==> src/rtl/dtgd_pkg.sv <==
// shared types and constants for the double-tap gesture detector
// no dependencies
`default_nettype none
package dtgd_pkg;
    localparam int PRESS_SLOTS = 10;
    localparam int TAP_SLOTS = 8;
    localparam int PC_W = $clog2(PRESS_SLOTS + 1);
    localparam int TC_W = $clog2(TAP_SLOTS + 1);

    localparam logic [2:0] OP_PRESS = 3'd0;
    localparam logic [2:0] OP_REL = 3'd1;
    localparam logic [2:0] OP_FINAL = 3'd2;
    localparam logic [2:0] OP_CANCEL = 3'd3;
    localparam logic [2:0] OP_MOVE = 3'd4;

    localparam logic [1:0] REG_TAP_TO = 2'd0;
    localparam logic [1:0] REG_DTAP_TO = 2'd1;
    localparam logic [1:0] REG_TAP_SLOP = 2'd2;
    localparam logic [1:0] REG_DTAP_SLOP = 2'd3;

    // one press entry
    typedef struct packed {
        logic        valid;
        logic [4:0]  id;
        logic [31:0] tstamp;
        logic [31:0] pos;
    } press_t;

    // one tap entry
    typedef struct packed {
        logic        valid;
        logic [31:0] tstamp;
        logic [31:0] pos;
    } tap_t;

    // squared distance compare, exact: sum of squares fits 33 bits
    function automatic logic in_reach(input logic [31:0] pa, input logic [31:0] pb,
                                      input logic [15:0] slop);
        logic [15:0] dx;
        logic [15:0] dy;
        logic [31:0] dx2;
        logic [31:0] dy2;
        logic [32:0] d;
        begin
            dx = (pa[15:0] > pb[15:0]) ? pa[15:0] - pb[15:0] : pb[15:0] - pa[15:0];
            dy = (pa[31:16] > pb[31:16]) ? pa[31:16] - pb[31:16] : pb[31:16] - pa[31:16];
            dx2 = 32'(dx) * 32'(dx);
            dy2 = 32'(dy) * 32'(dy);
            d = 33'(dx2) + 33'(dy2);
            in_reach = d <= 33'(32'(slop) * 32'(slop));
        end
    endfunction
endpackage
`default_nettype wire

==> src/rtl/dtgd_press_cell.sv <==
// one press slot of the press chain, shifts toward slot 0 on removal
// depends on dtgd_pkg
`default_nettype none
module dtgd_press_cell import dtgd_pkg::*; (
    input  wire logic   aclk,
    input  wire logic   aresetn,
    input  wire logic   clear,
    input  wire logic   load,
    input  wire press_t load_val,
    input  wire logic   shift,
    input  wire press_t right_val,
    output press_t      ent
);
    press_t ent_reg;
    always_ff @(posedge aclk) begin
        if (!aresetn || clear) begin
            ent_reg.valid <= 1'b0;
        end else if (load) begin
            ent_reg <= load_val;
        end else if (shift) begin
            ent_reg <= right_val;
        end
    end
    assign ent = ent_reg;
endmodule
`default_nettype wire

==> config.mk <==
export PLATFORM = sky130hd
export DESIGN_NAME = dtgd_press_cell
export DESIGN_NICKNAME = d
export VERILOG_FILES = /design/src/rtl/dtgd_pkg.sv /design/src/rtl/dtgd_press_cell.sv
export SDC_FILE = /design/constraint.sdc
export NUM_CORES = 1
export LEC_CHECK = 0
export ABC_CLOCK_PERIOD_IN_PS = 5450
export BUFFER_PORTS_ARGS = -buffer_cell sky130_fd_sc_hd__buf_2
export CORE_ASPECT_RATIO = 0.5
export CORE_MARGIN = 2
export CORE_UTILIZATION = 42
export CTS_CLUSTER_DIAMETER = 150
export DETAILED_ROUTE_END_ITERATION = 10
export PLACE_DENSITY = 0.82
export SETUP_SLACK_MARGIN = 0.05
export SYNTH_ARGS = -nofsm -noshare
export SYNTH_HDL_FRONTEND = slang
export SYNTH_SLANG_ARGS = --single-unit
==> constraint.sdc <==
create_clock -name aclk -period 5.45 [get_ports aclk]
set_input_delay 0.545 -clock aclk [delete_from_list [all_inputs] [get_ports aclk]]
set_output_delay 0.545 -clock aclk [all_outputs]
set_load 0.05 [all_outputs]
==> results.toml <==
[layout]
antennaDiodeCount = 0
n_fill_cell = 616
multi_input_area_sq_mm = 0.00108
final_core_util = 0.621
synthToLayoutAreaGrowth_pct = 39.9
largest_reg_flops = 70
drive_above_1_share = 0.790
nets = 518
seq_area_sq_mm = 0.00209

[floorplan]
io_pins = 215
dieArea_sq_mm = 0.00868
rows = 22
die_height_um = 66.9
dieWidth_um = 130
initial_utilization = 0.444
coreArea_sq_mm = 0.00749

[logic_synthesis]
ys_ff_latch = 70
syn-num-nets = 299
synth_edf_count = 69
yosysTopAreaCellShare = 0.624
synthFlopType = "edfxtp_1"
synth_warnings = 0
synth_area_leaders = "edfxtp_1 62%, mux2_4 31%, buf_12 4.2%"
syn_area_sq_mm = 0.00332
yosysTopAreaCell = "edfxtp_1"
yosysSeqAreaShare = 0.630
synthCells = 154
avgSynthCellArea_sq_um = 21.6
synthArstFlopShare = 0
ys_types = 12
post-synth-top-count-cell = "edfxtp_1"
netlist_top_cells_count = "69 x edfxtp_1, 68 x mux2_4, 7 x buf_12, 2 x nor2_1"

[clock_tree]
cts.clk_slew.worst_paths_ns = 0.05
clock-root-buffer = "clkbuf_16"
cts_inserted_buffers = 9
tritoncts = "done"
cts_resized = 0
clkLatencyLatePin_ns = 0.32
htree_levels = 3
cts_buffer_depth = 2
cts_sinks = 70
hold_buffers = 0
post_cts_buffers = 0

[worst_hold_path]
holdCritStartpoint = "load_val[17]"
holdPathEnd = "ent[17]"
min_delay_path_depth = 2
min_path_type = "in -> reg"

[global_routing]
met1_usage = 0.164
grtUsageTotal = 0.167
grt_overflow_total = 0
antenna_found_initial = 0
first_global_vias = 2171
grtUsageMet2 = 0.328
top_usage_layer = "met2"
grt_pass1_wl_mm = 10.6
use_met3 = 0.0514
grt_max_degree = 70

[detailed_routing]
drc_errors = 0
vias = 2120
wl_mm = 7.37
drtIter0Drc = 82
via_per_inst = 4.38
first_pass_iters = 4
wl_per_cell_um = 15.2
postRouteAntennaNets = 0

[place]
place_congestion = 0.744
io_buffers = 214
pre_cts_ws_ns = 3.09

[pwr]
p_sw_uw = 387
peakVddDrop_mv = 0.155
leakage_uw = 0.00221
power_frac_seq = 0.448
swShare = 0.268
clockPowerShare = 0.337
p_comb_frac = 0.215
p_per_area_mw_per_mm2 = 311
intPower_uw = 1060

[setup_path]
end_kind = "register"
r2r_slack_ns = 4.74
cp.required_ns = 5.52
rr_endpoint = "ent[69]"
reg2reg_from = "ent[69]"
path_max_fanout = 53
start_kind = "input pin"
cp.arrival_ns = 2.09
reg2reg_depth = 2
worst-setup-path-type = "in -> reg"

[run]
cap_viol_max_count = 0

[sta]
setup_violations = 0
finalSetupTns_ns = 0
worst_clock_skew_ns = 0
hold_viol_final = 0
slew_headroom = 0.371
min_period_ns = 2.02
final.period_utilization = 0.371
rsz0062_at_grt = "false"
setup_slack_ns = 3.43
maxSlewViolCount = 0
fmax_mhz = 494
tightest_slew_ns = 0.944

[status]
outcome = "complete, no violations"
[power by group through the flow]
stage | Clock, uW | Combinational [uW] | Sequential (uW)
global route | 524 | 326 | 650
global placement | 0 | 308 | 655
floorplan | 0 | 97.8 | 787
finish | 487 | 310 | 646
detailed placement | 0 | 313 | 658
CTS | 499 | 314 | 647
[logic make-up after synthesis]
family	after synthesis	share of synthesized area
flops	70	0.630
simple gates	4	0.00603
buf+inv	9	0.0467
mux	70	0.314
compound gates	1	0.00377
[placed cells by master, fill, tap and decap left out, drive strengths merged]
master,instances
buf,216
edfxtp,69
mux2,69
clkbuf,10
clkinv,4
nor2,2
nand2b,1
inv,1
mux2i,1
nor2b,1
a211oi,1
dfxtp,1
[how the worst max path moves through the flow]
| stage | start | end | slack [ns] | depth (start not counted) |
|---|---|---|---|---|
| 3_3_place_gp | load | ent[67] | 3.11 | 3 |
| 3_5_place_dp | load | ent[67] | 3.09 | 3 |
| 4_1_cts | load | ent[67] | 3.43 | 3 |
| 2_1_floorplan | load | ent[0] | 1.12 | 4 |
| 5_1_grt | load | ent[67] | 3.37 | 3 |
| 6_report | load | ent[67] | 3.43 | 3 |
[per-layer routing]
metal / part of all wire / up-vias / routed length [um]
li1: - / 1038 / -
met1: 0.36 / 997 / 2670
met2: 0.57 / 71 / 4220
met3: 0.046 / 14 / 341
met4: 0.018 / 0 / 131
met5: 0 / - / 0
[per-stage QoR]
step	hold slack (ns)	cells	total power, uW	instance area [sq um]
CTS	0.511	484	1460	4650
finish	0.522	484	1440	4650
global route	0.506	484	1500	4650
floorplan	0.713	154	885	3320
global placement	0.574	470	963	4400
detailed placement	0.601	470	971	4400
[area by class of cell]
class | count | area share
clock buffers | 10 | 0.0493
multi-input cells | 75 | 0.233
well taps | 108 | 0.0291
flip-flops and latches | 70 | 0.450
clock inverters | 4 | 0.00350
inverters | 1 | 0.000808
repair buffers | 216 | 0.234
[critical path, stage by stage]
cell and delay (ns):
buf_4 0.28, buf_4 0.79, mux2_2 0.41
(Power assumes the default switching activity.)
