[config.mk]
export PLATFORM = sky130hd
export DESIGN_NAME = dtgd_tap_cell
export DESIGN_NICKNAME = d
export VERILOG_FILES = /design/src/rtl/dtgd_pkg.sv /design/src/rtl/dtgd_tap_cell.sv
export SDC_FILE = /design/constraint.sdc
export NUM_CORES = 1
export LEC_CHECK = 0
export BUFFER_PORTS_ARGS = -buffer_cell sky130_fd_sc_hd__clkbuf_2
export CORE_MARGIN = 1
export CORE_UTILIZATION = 37
export CTS_CLUSTER_DIAMETER = 40
export DETAILED_ROUTE_END_ITERATION = 7
export PLACE_DENSITY = 0.85
export SETUP_SLACK_MARGIN = 0.2
export SKIP_LAST_GASP = 1
export SYNTH_ARGS = -nofsm -noshare
export SYNTH_HDL_FRONTEND = slang
export SYNTH_SLANG_ARGS = --single-unit
[constraint.sdc]
create_clock -name aclk -period 3.2 [get_ports aclk]
set_input_delay 0.8 -clock aclk [delete_from_list [all_inputs] [get_ports aclk]]
set_output_delay 0.8 -clock aclk [all_outputs]
set_load 0.1 [all_outputs]
[src/rtl/dtgd_pkg.sv]
// shared types and constants for the double-tap gesture detector
// no dependencies
`default_nettype none
package dtgd_pkg;
    localparam int PRESS_SLOTS = 10;
    localparam int TAP_SLOTS = 8;
    localparam int PC_W = $clog2(PRESS_SLOTS + 1);
    localparam int TC_W = $clog2(TAP_SLOTS + 1);

    localparam logic [2:0] OP_PRESS = 3'd0;
    localparam logic [2:0] OP_REL = 3'd1;
    localparam logic [2:0] OP_FINAL = 3'd2;
    localparam logic [2:0] OP_CANCEL = 3'd3;
    localparam logic [2:0] OP_MOVE = 3'd4;

    localparam logic [1:0] REG_TAP_TO = 2'd0;
    localparam logic [1:0] REG_DTAP_TO = 2'd1;
    localparam logic [1:0] REG_TAP_SLOP = 2'd2;
    localparam logic [1:0] REG_DTAP_SLOP = 2'd3;

    // one press entry
    typedef struct packed {
        logic        valid;
        logic [4:0]  id;
        logic [31:0] tstamp;
        logic [31:0] pos;
    } press_t;

    // one tap entry
    typedef struct packed {
        logic        valid;
        logic [31:0] tstamp;
        logic [31:0] pos;
    } tap_t;

    // squared distance compare, exact: sum of squares fits 33 bits
    function automatic logic in_reach(input logic [31:0] pa, input logic [31:0] pb,
                                      input logic [15:0] slop);
        logic [15:0] dx;
        logic [15:0] dy;
        logic [31:0] dx2;
        logic [31:0] dy2;
        logic [32:0] d;
        begin
            dx = (pa[15:0] > pb[15:0]) ? pa[15:0] - pb[15:0] : pb[15:0] - pa[15:0];
            dy = (pa[31:16] > pb[31:16]) ? pa[31:16] - pb[31:16] : pb[31:16] - pa[31:16];
            dx2 = 32'(dx) * 32'(dx);
            dy2 = 32'(dy) * 32'(dy);
            d = 33'(dx2) + 33'(dy2);
            in_reach = d <= 33'(32'(slop) * 32'(slop));
        end
    endfunction
endpackage
`default_nettype wire

[src/rtl/dtgd_tap_cell.sv]
// one tap slot of the tap ring; the ring rotates one slot a cycle during a walk, unless the walk pauses
// depends on dtgd_pkg
`default_nettype none
module dtgd_tap_cell import dtgd_pkg::*; (
    input  wire logic aclk,
    input  wire logic aresetn,
    input  wire logic load,
    input  wire tap_t load_val,
    input  wire logic rot,
    input  wire tap_t right_val,
    output tap_t      ent
);
    tap_t ent_reg;
    always_ff @(posedge aclk) begin
        if (!aresetn) begin
            ent_reg.valid <= 1'b0;
        end else if (load) begin
            ent_reg <= load_val;
        end else if (rot) begin
            ent_reg <= right_val;
        end
    end
    assign ent = ent_reg;
endmodule
`default_nettype wire

==> results.yml <==
status:
  outcome: "completed"
setup_path:
  rrSetupSlack_ps: 2320
  cp-start-kind: "flip-flop"
  worstPathCellList: "clkbuf_2"
  reg2reg_depth: 2
  path_class: "reg2out"
  endpoint_kind: "primary output"
  rr_endpoint: "ent[64]"
  r2r-start: "ent[64]"
  timing.critical_path.required_ps: 2400
  crit_family: "buffers and inverters"
  cpPeakStageDelay_ps: 460
  cp.arrival_ps: 1130
  path_max_fanout: 1
  cp_slowest_cell: "clkbuf_2"
  path_buf_inv: 1
logic_synthesis:
  ys_seq_area_share_pct: 67.9
  yosysUniqueCellTypes: 10
  ys_ff_latch: 65
  synth_fp_nets: 274
  postSynthAreaPerCell_sq_um: 20.4
  synth_cells: 140
  netlist_area_sq_um: 2860
  yosysWarnings: 0
routing:
  dr_wl_met2_mm: 3.41
  wl_mm: 6.38
  detail-route-antenna-nets: 0
  drt-met1-wl_mm: 2.33
  wl_met3_um: 518
  wl_per_cell_um: 14.2
  drc: 0
  routed.top_layer: "met4"
  route.vias.total: 2050
  vias_per_cell: 4.56
  dr.pass1.iters: 4
  drt_iter0_drc: 40
floorplanning:
  core_sq_um: 7370
  die-area_sq_um: 8080
  initial_core_util_pct: 38.8
  die_w_um: 89.9
  io-pin-count: 199
  rows: 31
  dieHeight_um: 89.9
timing:
  rsz0062_at_grt: "false"
  period_minus_slack_ps: 1930
  finalSetupViolCount: 0
  finalMaxSlewViolations: 0
  fin_crit_sh_pct: 60.4
  slew_headroom_pct: 62.3
  hold_viol_final: 0
  worstMarginPinSlew_ps: 568
  tns_ps: 0
  fin_hold_ws_ps: 640
  clock_skew_ps: 0
  setup_ws_ps: 1270
  max_freq_mhz: 517
min_path:
  hold_path_end: "ent[64]"
  hold_start: "ent[64]"
  hp-class: "reg2reg"
  hold_depth: 2
layout:
  nets: 481
  instances_no_fill: 450
  drive_above_1_share_pct: 80.1
  antenna_cells: 0
  syn_to_final_growth_pct: 44.6
  fillers: 636
  largest_register_ffs: 65
clock_tree:
  clkLatencyLatePin_ps: 320
  cts_post_setup_buffers_inserted: 0
  path_clk_slew_ps: 60
  cts_hold_buf: 0
  clock_sinks: 65
  h-tree-depth: 3
  cts_buffer_depth: 2
  cts_tree: "built"
  numCtsBuffers: 9
  postCtsResizedCells: 0
  clk_root_buffer_cell: "clkbuf_8"
global_routing:
  grt_overflow: 0
  grt_pass1_wl_mm: 10.1
  grt_pass1_vias: 2108
  grt_max_degree: 37
  antenna_found_initial: 0
  grtUsageTotal_pct: 16.4
placement:
  portBuffers: 198
  hpwlAfterDp_mm: 5.12
  place_congestion: 0.700
  pre_cts_slack_ps: 1070
  dp.cells: 435
job:
  drv_cap: 0
pwr:
  p_leak_nw: 1.95
  total_power_w: 0.00255
  power.density_nw_per_um2: 617
  vdd_ir_drop_max_mv: 0.270
[tightest hold or removal path, cell delays in order, from the launching register on]
cell and delay (ps):
dfxtp_1 340, mux2_2 150, o211a_1 130
[Yosys cell counts]
| cell type | instances | area, sq um |
|---|---|---|
| buf_2 | 3 | 15.0 |
| buf_4 | 1 | 7.51 |
| buf_6 | 3 | 33.8 |
| dfxtp_1 | 1 | 20.0 |
| edfxtp_1 | 64 | 1920 |
| mux2_2 | 37 | 417 |
| mux2_4 | 28 | 420 |
| nand2b_1 | 1 | 6.26 |
| o211a_1 | 1 | 10.0 |
| o21a_1 | 1 | 7.51 |
[cell families (layout without fill, tap and decap cells)]
group / after synthesis / count (layout) / synth area share [%]
multiplexers: 65 / 65 / 29.3
flip-flops: 65 / 65 / 67.9
AND/OR/NAND/NOR: 1 / 1 / 0.219
buffers and inverters: 7 / 218 / 1.97
AO/OA/AOI/OAI: 2 / 2 / 0.613
[routing by layer]
| layer | vias up | global-route usage, % |
|---|---|---|
| met3 | 11 | 5.08 |
| met1 | 946 | 17.3 |
| met4 | 0 | 7.80 |
| li1 | 964 | - |
| met5 | - | 0 |
| met2 | 129 | 29.8 |
[final cells by class]
cell class	instances	area [sq um]	share of cell area (%)
multi-input combinational	68	862	20.9
clock inverter	5	47.5	1.15
tap	99	124	3.00
timing repair buffer	203	1030	24.9
sequential	65	1940	47.0
clock buffer	10	128	3.09
[power breakdown]
part / internal (W) / total (W) / switching, W / leakage [nW]
clock: 0.000348 / 0.000628 / 0.000280 / 0.0910
sequential: 0.00103 / 0.00106 / 0.0000228 / 0.622
combinational: 0.000184 / 0.000867 / 0.000683 / 1.24
[worst max path at each step]
stage	startpoint	to	slack [ps]	cells after the start
after floorplan	load	ent[0]	790	3
after global placement	load	ent[22]	1120	3
after detailed placement	load	ent[18]	1070	3
after CTS	ent[36]	ent[36]	1240	1
after global routing	ent[63]	ent[63]	1210	1
final	ent[0]	ent[0]	1270	1
[per-stage QoR]
step                area, sq um  utilization (%)
finish                     4130             56.1
global placement           3960             53.7
floorplan                  2860                -
detailed placement         3960             53.7
global route               4130             56.1
CTS                        4130             56.1
[placed cells by master (no fill, tap or decap)]
master     instances
buf_4              6
bufinv_16          1
clkbuf_1           1
clkbuf_2         197
clkbuf_8           9
clkinv_1           2
clkinv_2           2
dfxtp_1            1
edfxtp_1          64
mux2_2            37
mux2_4            28
nand2b_1           1
o211a_1            1
o21a_2             1
No activity file was read; power rests on OpenSTA's default activity.
